--- config.mk ---
export PLATFORM = sky130hd
export DESIGN_NAME = three_axis_homing_sequencer_top
export DESIGN_NICKNAME = d
export VERILOG_FILES = /design/src/sv/tahs_pkg.sv /design/src/sv/tahs_lane.sv /design/src/sv/tahs_ctrl.sv /design/src/sv/three_axis_homing_sequencer_top.sv
export SDC_FILE = /design/constraint.sdc
export NUM_CORES = 1
export LEC_CHECK = 0
export ABC_AREA = 0
export BUFFER_PORTS_ARGS = -buffer_cell sky130_fd_sc_hd__buf_2
export CAP_MARGIN = 30
export CORE_AREA = 10 10 249 203
export DETAILED_ROUTE_END_ITERATION = 10
export DIE_AREA = 0 0 259 213
export PLACE_DENSITY = 0.8
export SYNTH_ARGS = -nofsm -noshare
export SYNTH_HDL_FRONTEND = slang
export SYNTH_SLANG_ARGS = --single-unit
--- constraint.sdc ---
create_clock -name clk -period 30.7 [get_ports clk]
set_clock_uncertainty 0.2 [all_clocks]
set_input_delay 3.07 -clock clk [delete_from_list [all_inputs] [get_ports clk]]
set_output_delay 3.07 -clock clk [all_outputs]
set_load 0.05 [all_outputs]
--- src/sv/tahs_pkg.sv ---
// ============================================================================
// tahs_pkg: shared types and constants for the homing sequencer
// Widths, action and register codes, phase and status codes, lane structs.
// ============================================================================
package tahs_pkg;

    localparam int AXIS_COUNT  = 3;
    localparam int COUNT_WIDTH = 24;
    localparam int POS_W       = 32;
    localparam int INTERVAL_W  = 16;
    localparam int ACTION_W    = 4;
    localparam int CODE_W      = 4;
    localparam int STATUS_W    = 2;
    localparam int PHASE_W     = 2;
    localparam int CFG_INDEX_W = 3;
    localparam int CFG_DATA_W  = 24;

    // Action codes
    localparam logic [ACTION_W-1:0] ACT_TIMER     = 4'd0;
    localparam logic [ACTION_W-1:0] ACT_SEEK_FAST = 4'd1;
    localparam logic [ACTION_W-1:0] ACT_SEEK_SLOW = 4'd2;
    localparam logic [ACTION_W-1:0] ACT_BACKOFF   = 4'd3;
    localparam logic [ACTION_W-1:0] ACT_CLR_RES   = 4'd4;
    localparam logic [ACTION_W-1:0] ACT_CLR_FAULT = 4'd5;
    localparam logic [ACTION_W-1:0] ACT_STOP      = 4'd6;
    localparam logic [ACTION_W-1:0] ACT_LOAD      = 4'd7;
    localparam logic [ACTION_W-1:0] ACT_ENABLE    = 4'd8;
    localparam logic [ACTION_W-1:0] ACT_DISABLE   = 4'd9;

    // Configuration register indexes
    localparam logic [CFG_INDEX_W-1:0] CFG_INVERT      = 3'd0;
    localparam logic [CFG_INDEX_W-1:0] CFG_FAST_IVL    = 3'd1;
    localparam logic [CFG_INDEX_W-1:0] CFG_SLOW_IVL    = 3'd2;
    localparam logic [CFG_INDEX_W-1:0] CFG_BACKOFF_IVL = 3'd3;
    localparam logic [CFG_INDEX_W-1:0] CFG_SEEK_LIMIT  = 3'd4;
    localparam logic [CFG_INDEX_W-1:0] CFG_BACKOFF_CNT = 3'd5;
    localparam logic [CFG_INDEX_W-1:0] CFG_STARTUP_IVL = 3'd6;

    // Configuration reset values
    localparam logic [AXIS_COUNT-1:0]  RST_INVERT      = '0;
    localparam logic [INTERVAL_W-1:0]  RST_FAST_IVL    = 16'd200;
    localparam logic [INTERVAL_W-1:0]  RST_SLOW_IVL    = 16'd1000;
    localparam logic [INTERVAL_W-1:0]  RST_BACKOFF_IVL = 16'd500;
    localparam logic [COUNT_WIDTH-1:0] RST_SEEK_LIMIT  = 24'd40000;
    localparam logic [COUNT_WIDTH-1:0] RST_BACKOFF_CNT = 24'd400;
    localparam logic [INTERVAL_W-1:0]  RST_STARTUP_IVL = 16'd100;

    // Sequencer phase
    localparam logic [PHASE_W-1:0] PHASE_IDLE    = 2'd0;
    localparam logic [PHASE_W-1:0] PHASE_SEEK    = 2'd1;
    localparam logic [PHASE_W-1:0] PHASE_BACKOFF = 2'd2;

    // Home status
    localparam logic [STATUS_W-1:0] ST_NONE    = 2'd0;
    localparam logic [STATUS_W-1:0] ST_RUNNING = 2'd1;
    localparam logic [STATUS_W-1:0] ST_DONE    = 2'd2;
    localparam logic [STATUS_W-1:0] ST_FAILED  = 2'd3;

    localparam logic [CODE_W-1:0] FAULT_CLEAR  = 4'd0;
    localparam logic [CODE_W-1:0] FAULT_TRAVEL = 4'd1;

    // Command broadcast from the sequencer to every axis lane
    typedef struct packed {
        logic seek_event;   // fold endstop triggers into pending
        logic set_pending;  // start: mark axis pending
        logic step;         // issue a step this request
        logic dir_pos;      // 1 positive (seek, pending axes only), 0 negative (all)
        logic load;         // load a new position
    } tahs_lane_cmd_t;

    // Per-request status produced by the sequencer
    typedef struct packed {
        logic                  dir_positive;
        logic                  motors_enabled;
        logic                  timer_running;
        logic [INTERVAL_W-1:0] next_interval;
        logic [STATUS_W-1:0]   home_status;
        logic [CODE_W-1:0]     fault_state;
        logic                  accepted;
    } tahs_status_t;

    // Complete result as buffered at the output
    typedef struct packed {
        logic [AXIS_COUNT-1:0]            step_mask;
        tahs_status_t                     status;
        logic [AXIS_COUNT-1:0][POS_W-1:0] pos;
    } tahs_result_t;

    // An interval of zero counts as one
    function automatic logic [INTERVAL_W-1:0] at_least_one(input logic [INTERVAL_W-1:0] v);
        logic [INTERVAL_W-1:0] r;
        r = (v == '0) ? {{(INTERVAL_W-1){1'b0}}, 1'b1} : v;
        return r;
    endfunction

endpackage

--- src/sv/tahs_lane.sv ---
// ============================================================================
// tahs_lane: one axis lane
// Holds the axis position and its pending flag, detects the endstop trigger
// and applies steps and loads as commanded by the sequencer.
// ============================================================================
module tahs_lane
    import tahs_pkg::*;
(
    input  logic             clk,
    input  logic             rst_n,
    input  tahs_lane_cmd_t   cmd,
    input  logic             endstop_raw,
    input  logic             invert,
    input  logic [POS_W-1:0] load_pos,
    output logic             pend_after,
    output logic             stepped,
    output logic [POS_W-1:0] pos_next
);

    logic             pending_reg;
    logic             pending_next;
    logic [POS_W-1:0] pos_reg;

    // Pending after this event's endstop sample
    assign pend_after = pending_reg & ~(endstop_raw ^ invert);

    // Seek steps only axes still pending; backoff steps every axis
    assign stepped = cmd.step & (cmd.dir_pos ? pend_after : 1'b1);

    always_comb
    begin
        pending_next = pending_reg;
        if (cmd.set_pending)
        begin
            pending_next = 1'b1;
        end
        else if (cmd.seek_event)
        begin
            pending_next = pend_after;
        end
    end

    // Position update, wraps at 32 bits
    always_comb
    begin
        pos_next = pos_reg;
        if (cmd.load)
        begin
            pos_next = load_pos;
        end
        else if (stepped)
        begin
            pos_next = cmd.dir_pos ? pos_reg + POS_W'(1) : pos_reg - POS_W'(1);
        end
    end

    always_ff @(posedge clk or negedge rst_n)
    begin
        if (!rst_n)
        begin
            pending_reg <= 1'b0;
            pos_reg     <= '0;
        end
        else
        begin
            pending_reg <= pending_next;
            pos_reg     <= pos_next;
        end
    end

endmodule

--- src/sv/tahs_ctrl.sv ---
// ============================================================================
// tahs_ctrl: homing sequencer and lane merge
// Holds configuration, phase, event count and status; merges the lanes'
// pending flags to decide done, travel fault or step for each seek timer event.
// ============================================================================
module tahs_ctrl
    import tahs_pkg::*;
(
    input  logic                   clk,
    input  logic                   rst_n,
    input  logic                   in_fire,
    input  logic [ACTION_W-1:0]    action,
    input  logic [CODE_W-1:0]      stop_code,
    input  logic [AXIS_COUNT-1:0]  pend_after,
    input  logic                   cfg_fire,
    input  logic [CFG_INDEX_W-1:0] cfg_index,
    input  logic [CFG_DATA_W-1:0]  cfg_data,
    output logic [AXIS_COUNT-1:0]  invert_mask,
    output tahs_lane_cmd_t         cmd,
    output tahs_status_t           status
);

    // Configuration registers
    logic [AXIS_COUNT-1:0]  invert_reg;
    logic [INTERVAL_W-1:0]  fast_ivl_reg;
    logic [INTERVAL_W-1:0]  slow_ivl_reg;
    logic [INTERVAL_W-1:0]  backoff_ivl_reg;
    logic [COUNT_WIDTH-1:0] seek_limit_reg;
    logic [COUNT_WIDTH-1:0] backoff_cnt_reg;
    logic [INTERVAL_W-1:0]  startup_ivl_reg;

    // Sequencer state
    logic [PHASE_W-1:0]     phase_reg,    phase_next;
    logic [COUNT_WIDTH-1:0] events_reg,   events_next;
    logic [INTERVAL_W-1:0]  interval_reg, interval_next;
    logic [STATUS_W-1:0]    status_reg,   status_next;
    logic [CODE_W-1:0]      fault_reg,    fault_next;
    logic                   enabled_reg,  enabled_next;

    logic started;
    logic acc;
    logic start_ok;
    logic running;

    assign invert_mask = invert_reg;
    assign start_ok    = (phase_reg == PHASE_IDLE) && (fault_reg == FAULT_CLEAR);

    // Request decode and state update
    always_comb
    begin
        phase_next    = phase_reg;
        events_next   = events_reg;
        interval_next = interval_reg;
        status_next   = status_reg;
        fault_next    = fault_reg;
        enabled_next  = enabled_reg;
        cmd           = '0;
        started       = 1'b0;
        acc           = 1'b0;
        if (in_fire)
        begin
            case (action)
                ACT_TIMER:
                begin
                    if (phase_reg == PHASE_SEEK)
                    begin
                        cmd.seek_event = 1'b1;
                        if (pend_after == '0)
                        begin
                            phase_next  = PHASE_IDLE;
                            status_next = ST_DONE;
                        end
                        else if (events_reg >= seek_limit_reg)
                        begin
                            fault_next   = FAULT_TRAVEL;
                            enabled_next = 1'b0;
                            phase_next   = PHASE_IDLE;
                            status_next  = ST_FAILED;
                        end
                        else
                        begin
                            cmd.step    = 1'b1;
                            cmd.dir_pos = 1'b1;
                            events_next = events_reg + COUNT_WIDTH'(1);
                        end
                    end
                    else if (phase_reg == PHASE_BACKOFF)
                    begin
                        if (events_reg >= backoff_cnt_reg)
                        begin
                            phase_next  = PHASE_IDLE;
                            status_next = ST_DONE;
                        end
                        else
                        begin
                            cmd.step    = 1'b1;
                            events_next = events_reg + COUNT_WIDTH'(1);
                        end
                    end
                end
                ACT_SEEK_FAST, ACT_SEEK_SLOW, ACT_BACKOFF:
                begin
                    if (start_ok)
                    begin
                        started         = 1'b1;
                        acc             = 1'b1;
                        enabled_next    = 1'b1;
                        status_next     = ST_RUNNING;
                        events_next     = '0;
                        cmd.set_pending = 1'b1;
                        if (action == ACT_BACKOFF)
                        begin
                            phase_next    = PHASE_BACKOFF;
                            interval_next = at_least_one(backoff_ivl_reg);
                        end
                        else
                        begin
                            phase_next    = PHASE_SEEK;
                            interval_next = at_least_one((action == ACT_SEEK_FAST) ?
                                                         fast_ivl_reg : slow_ivl_reg);
                        end
                    end
                end
                ACT_CLR_RES:
                begin
                    if (status_reg != ST_RUNNING)
                    begin
                        status_next = ST_NONE;
                        acc         = 1'b1;
                    end
                end
                ACT_CLR_FAULT:
                begin
                    if (phase_reg == PHASE_IDLE)
                    begin
                        fault_next  = FAULT_CLEAR;
                        status_next = ST_NONE;
                        acc         = 1'b1;
                    end
                end
                ACT_STOP:
                begin
                    phase_next   = PHASE_IDLE;
                    status_next  = ST_FAILED;
                    fault_next   = stop_code;
                    enabled_next = 1'b0;
                end
                ACT_LOAD:
                begin
                    cmd.load = 1'b1;
                end
                ACT_ENABLE:
                begin
                    enabled_next = 1'b1;
                end
                ACT_DISABLE:
                begin
                    if (phase_reg == PHASE_IDLE)
                    begin
                        enabled_next = 1'b0;
                        acc          = 1'b1;
                    end
                end
                default:
                begin
                end
            endcase
        end
    end

    // Status reflects state after the request
    assign running = (phase_next != PHASE_IDLE);

    always_comb
    begin
        status.dir_positive   = (phase_next == PHASE_SEEK);
        status.motors_enabled = enabled_next;
        status.timer_running  = running;
        status.next_interval  = '0;
        if (running)
        begin
            status.next_interval = started ? at_least_one(startup_ivl_reg) : interval_next;
        end
        status.home_status    = status_next;
        status.fault_state    = fault_next;
        status.accepted       = acc;
    end

    always_ff @(posedge clk or negedge rst_n)
    begin
        if (!rst_n)
        begin
            phase_reg    <= PHASE_IDLE;
            events_reg   <= '0;
            interval_reg <= '0;
            status_reg   <= ST_NONE;
            fault_reg    <= FAULT_CLEAR;
            enabled_reg  <= 1'b0;
        end
        else
        begin
            phase_reg    <= phase_next;
            events_reg   <= events_next;
            interval_reg <= interval_next;
            status_reg   <= status_next;
            fault_reg    <= fault_next;
            enabled_reg  <= enabled_next;
        end
    end

    // Configuration writes
    always_ff @(posedge clk or negedge rst_n)
    begin
        if (!rst_n)
        begin
            invert_reg      <= RST_INVERT;
            fast_ivl_reg    <= RST_FAST_IVL;
            slow_ivl_reg    <= RST_SLOW_IVL;
            backoff_ivl_reg <= RST_BACKOFF_IVL;
            seek_limit_reg  <= RST_SEEK_LIMIT;
            backoff_cnt_reg <= RST_BACKOFF_CNT;
            startup_ivl_reg <= RST_STARTUP_IVL;
        end
        else if (cfg_fire)
        begin
            case (cfg_index)
                CFG_INVERT:      invert_reg      <= cfg_data[AXIS_COUNT-1:0];
                CFG_FAST_IVL:    fast_ivl_reg    <= cfg_data[INTERVAL_W-1:0];
                CFG_SLOW_IVL:    slow_ivl_reg    <= cfg_data[INTERVAL_W-1:0];
                CFG_BACKOFF_IVL: backoff_ivl_reg <= cfg_data[INTERVAL_W-1:0];
                CFG_SEEK_LIMIT:  seek_limit_reg  <= cfg_data[COUNT_WIDTH-1:0];
                CFG_BACKOFF_CNT: backoff_cnt_reg <= cfg_data[COUNT_WIDTH-1:0];
                CFG_STARTUP_IVL: startup_ivl_reg <= cfg_data[INTERVAL_W-1:0];
                default:
                begin
                end
            endcase
        end
    end

endmodule

--- src/sv/three_axis_homing_sequencer_top.sv ---
// ============================================================================
// three_axis_homing_sequencer_top: three-axis stepper homing sequencer
// Command and timer-event driven seek/backoff control with per-axis lanes
// and a two-entry output buffer.
// ============================================================================
// For each request (a timer event or a command) the axis lanes
// and the sequencer update all state in the cycle the request is accepted, and
// the result enters a two-entry output buffer, so a request can be accepted
// every cycle while the skid entry is empty, and requests keep flowing while
// one result waits to be taken. Results are registered before they appear.
// Configuration writes are accepted every cycle; indexes past the last
// register are ignored.
module three_axis_homing_sequencer_top
    import tahs_pkg::*;
(
    input  logic                    clk,
    input  logic                    rst_n,
    // request channel
    input  logic                    in_valid,
    output logic                    in_ready,
    input  logic [ACTION_W-1:0]     action,
    input  logic [AXIS_COUNT-1:0]   endstop_raw,
    input  logic [CODE_W-1:0]       stop_code,
    input  logic signed [POS_W-1:0] load_pos_a,
    input  logic signed [POS_W-1:0] load_pos_b,
    input  logic signed [POS_W-1:0] load_pos_c,
    // result channel
    output logic                    out_valid,
    input  logic                    out_ready,
    output logic [AXIS_COUNT-1:0]   step_mask,
    output logic                    dir_positive,
    output logic                    motors_enabled,
    output logic                    timer_running,
    output logic [INTERVAL_W-1:0]   next_interval,
    output logic [STATUS_W-1:0]     home_status,
    output logic [CODE_W-1:0]       fault_state,
    output logic                    accepted,
    output logic signed [POS_W-1:0] pos_a,
    output logic signed [POS_W-1:0] pos_b,
    output logic signed [POS_W-1:0] pos_c,
    // configuration write channel
    input  logic                    cfg_valid,
    output logic                    cfg_ready,
    input  logic [CFG_INDEX_W-1:0]  cfg_index,
    input  logic [CFG_DATA_W-1:0]   cfg_data
);

    logic                             in_fire;
    logic                             out_take;
    tahs_lane_cmd_t                   cmd;
    tahs_status_t                     status;
    logic [AXIS_COUNT-1:0]            invert_mask;
    logic [AXIS_COUNT-1:0]            pend_after;
    logic [AXIS_COUNT-1:0]            stepped;
    logic [AXIS_COUNT-1:0][POS_W-1:0] load_pos;
    logic [AXIS_COUNT-1:0][POS_W-1:0] pos_next;
    tahs_result_t                     result;

    // Output buffer
    tahs_result_t out_reg,       out_next;
    tahs_result_t skid_reg,      skid_next;
    logic         out_valid_reg, out_valid_next;
    logic         skid_valid_reg, skid_valid_next;

    assign cfg_ready = 1'b1;
    assign in_ready  = ~skid_valid_reg;
    assign in_fire   = in_valid & in_ready;
    assign out_take  = out_valid_reg & out_ready;

    assign load_pos[0] = load_pos_a;
    assign load_pos[1] = load_pos_b;
    assign load_pos[2] = load_pos_c;

    // Sequencer and lane merge
    tahs_ctrl u_ctrl (
        .clk         (clk),
        .rst_n       (rst_n),
        .in_fire     (in_fire),
        .action      (action),
        .stop_code   (stop_code),
        .pend_after  (pend_after),
        .cfg_fire    (cfg_valid & cfg_ready),
        .cfg_index   (cfg_index),
        .cfg_data    (cfg_data),
        .invert_mask (invert_mask),
        .cmd         (cmd),
        .status      (status)
    );

    // One lane per axis
    for (genvar g = 0; g < AXIS_COUNT; g++)
    begin : g_lane
        tahs_lane u_lane (
            .clk         (clk),
            .rst_n       (rst_n),
            .cmd         (cmd),
            .endstop_raw (endstop_raw[g]),
            .invert      (invert_mask[g]),
            .load_pos    (load_pos[g]),
            .pend_after  (pend_after[g]),
            .stepped     (stepped[g]),
            .pos_next    (pos_next[g])
        );
    end

    assign result.step_mask = stepped;
    assign result.status    = status;
    assign result.pos       = pos_next;

    // Output register plus skid entry
    always_comb
    begin
        out_next        = out_reg;
        skid_next       = skid_reg;
        out_valid_next  = out_valid_reg;
        skid_valid_next = skid_valid_reg;
        if (!out_valid_reg || out_take)
        begin
            if (skid_valid_reg)
            begin
                out_next        = skid_reg;
                out_valid_next  = 1'b1;
                skid_valid_next = 1'b0;
            end
            else
            begin
                out_next       = result;
                out_valid_next = in_fire;
            end
        end
        else if (in_fire)
        begin
            skid_next       = result;
            skid_valid_next = 1'b1;
        end
    end

    always_ff @(posedge clk or negedge rst_n)
    begin
        if (!rst_n)
        begin
            out_valid_reg  <= 1'b0;
            skid_valid_reg <= 1'b0;
        end
        else
        begin
            out_valid_reg  <= out_valid_next;
            skid_valid_reg <= skid_valid_next;
        end
    end

    always_ff @(posedge clk)
    begin
        out_reg  <= out_next;
        skid_reg <= skid_next;
    end

    // Result ports
    assign out_valid      = out_valid_reg;
    assign step_mask      = out_reg.step_mask;
    assign dir_positive   = out_reg.status.dir_positive;
    assign motors_enabled = out_reg.status.motors_enabled;
    assign timer_running  = out_reg.status.timer_running;
    assign next_interval  = out_reg.status.next_interval;
    assign home_status    = out_reg.status.home_status;
    assign fault_state    = out_reg.status.fault_state;
    assign accepted       = out_reg.status.accepted;
    assign pos_a          = out_reg.pos[0];
    assign pos_b          = out_reg.pos[1];
    assign pos_c          = out_reg.pos[2];

endmodule
==> metrics.txt <==
outcome=complete, no violations; FF+latch count, synth=515; first-pass GRT wire length=115,000 um; Mapped Nets=2,761; Die Width=259 um; crit-path cells=buf_2 -> nor4_2 -> nand3_1 -> or2_4 -> buf_4 -> ha_1 -> a2111oi_0 -> nor4_1 -> nor4_1 -> o21a_1 -> o21ai_0 -> xor2_1 -> mux2i_1 -> a21oi_1 -> mux2_2; total setup buffers inserted after CTS=0; share of cells above drive strength 1=0.221; FP Rows=70; Clock Path Buffers=3; GRT Total Usage=0.261; Die ar.=0.0552 sq mm; DR top layer=met4; Ports=about 270; synthesized area=0.0270 sq mm; Wirelength per Cell=21.8 um; critical path peak fanout=between 60 and 70; TritonCTS clock tree=done; hold_ws=0.277 ns; RSZ-0062 raised after global routing=false; vias in the first global route=20,900; Pint=1.63 mW; max reg flops=125; most used cell, CP=nor4_1; GP Congestion=0.915; Synth area leaders=edfxtp_1, dfrtp_1, mux2_2; setup TNS=0 ns; H-tree depth=2; Max Cap Viol=0; Slowest cell on crit path=a2111oi_0; Yosys top cell by area=edfxtp_1; drt initial violations=1,693; initial antenna violation count=3; Logic pwr share=0.396; Remaining DRCs=0; Synth Flop Type=edfxtp_1; clock root buffer=clkbuf_16; area grow syn2layout=12.9%; total gr overflow=0; post-synth top area share=0.278; Worst EP arrival=8.02 ns; post-CTS resize count=0; post-synthesis cell count=2,477; final setup violating endpoints=0; Max IR drop VDD=between 60 and 70 uV; initial core utilization=0.594; met2 WL=33,600 um; worst hold path type=flip-flop to flip-flop; post-route ant nets=0; yosys warns=0; cts hold-fix bufs=0; total CTS buffers=49; I/O Buffers=265; Final period util=0.256; via count=20,600; shortest clock period the worst path allows after layout=7.86 ns; Switching Share=0.384; Lkg Pwr=12.7 nW; Final Hold Fails=0; Clk network pwr share=0.224; power density over the cells=86.8 mW/mm^2; Nets=3,002; WP data required=about 31 ns; Worst-path clk slew=0.07 ns; Critical Path End Type=flip-flop; Skew-Pair Late Insertion Delay=0.60 ns; Slowest Stage Delay on Critical Path=0.85 ns; Setup CP Type=primary input to flip-flop; Max Clk Rate=127 MHz; WL met1=around 32,000 um; pin slew with the least headroom to its limit=0.992 ns; iteration count of the initial detailed-routing pass=6; hpwl dp=51,300 um; core area=between 0.04 and 0.05 sq mm; Die Span Y=213 um; clk sinks=515; Flop pwr share=0.381; syn avg cell area=between 10 and 15 sq um; async set-reset flop share out of synthesis=0.515; pin count of the biggest net entering global routing=161; metal3 WL=5630 um; critical path launch point type=primary input; Worst slew margin=0.335; register area share after synthesis=0.525; most numerous cell in the Yosys netlist=nand2_1; Routed WL=approximately 73,000 um; Final Max Tran Viols=0; Via density=6.11; Psw=between 1 and 1.5 mW; Post-synth EDFFs=250; Post-synth top cells=nand2_1, edfxtp_1, dfrtp_1; Cell variety after synth=89
[placed cells by master, fill, tap and decap left out, types with 7 or more instances in the layout]
cell type / instances
buf_4: 22
a211oi_1: 12
a21o_1: 51
xor2_1: 39
edfxtp_1: 250
clkbuf_16: 49
o22ai_1: 7
nand4_1: 29
nor4_1: 13
and3_1: 16
dfstp_2: 26
a21boi_0: 15
buf_2: 264
nand3_1: 46
nor2_1: 206
dfrtp_1: 238
and2_1: 7
nand2_1: 256
ha_1: 142
o21ai_1: 7
mux2_2: 179
o31ai_1: 30
nor3_1: 35
o21ai_0: 164
a31oi_1: 30
o21a_1: 26
a211o_1: 8
inv_1: 79
mux2i_1: 35
a21oi_1: 209
nand2b_1: 18
nor2b_1: 16
or3_1: 9
clkbuf_1: 10
o211ai_1: 17
clkinv_1: 7
xnor2_1: 53
clkinv_2: 9
[cell families after synthesis]
group,Yosys count,share of synthesized area
flops,515,0.525
simple gates,688,0.115
buf+inv,184,0.0288
compound gates,638,0.146
mux,214,0.0876
fa+ha+maj,145,0.0680
other cells,1,0.000139
xor+xnor,92,0.0298
[critical path, delay by kind of cell]
kind / cells / cell delay [ns]
AOI/OAI and AO/OA: 4 / 1.48
adders and majority gates: 1 / 0.48
buffers and inverters: 2 / 0.61
and+or+nand+nor: 5 / 1.63
xor gates and xnor gates: 1 / 0.18
muxes: 2 / 0.47
[worst paths after layout]
kind                                        start                            to  slack (ns)  cells past startpoint
hold reg to reg            u_ctrl.interval_reg[9]        u_ctrl.interval_reg[9]        0.28                      2
setup reg to reg            u_ctrl.events_reg[19]                     pos_b[14]       23.64                     20
hold / removal             u_ctrl.interval_reg[9]        u_ctrl.interval_reg[9]        0.28                      2
setup / recovery                        action[1]                     pos_a[23]       22.84                     15
min in group asynchronous                   rst_n       u_ctrl.slow_ivl_reg[12]        2.28                      1
max in group asynchronous                   rst_n  g_lane[2].u_lane.pos_reg[30]       26.60                      2
[layer usage]
layer	vias up	GRT usage
met4	0	0.0883
met1	10100	0.358
met5	-	0
li1	9574	-
met3	116	0.0505
met2	798	0.411
[metrics by stage]
stage	worst slack (ns)	util	area [sq um]	instances	power, mW
floorplan	17.44	-	27000	2477	1.79
global placement	22.51	0.636	28900	3276	2.02
detailed placement	22.30	0.636	28900	3277	2.05
CTS	22.94	0.670	30400	3368	2.65
global route	22.45	0.671	30500	3370	2.80
finish	22.84	0.671	30500	3371	2.65
[area by class of cell]
type | instances | area, sq um
inverter | 84 | 323
fill | 3439 | 15000
clock buffer | 63 | 1320
tap | 612 | 766
multi-input combinational | 1778 | 12100
timing repair buffer | 290 | 1560
sequential | 515 | 14200
antenna | 1 | 2.50
clock inverter | 28 | 226
[power by group through the flow]
stage	combinational, mW	clock (mW)	sequential, mW
2_1_floorplan	0.652	0	1.14
3_3_place_gp	1.01	0	1.01
3_5_place_dp	1.03	0	1.02
4_1_cts	1.04	0.602	1.01
5_1_grt	1.15	0.626	1.02
6_report	1.05	0.592	1.01
(Power assumes the default switching activity.)
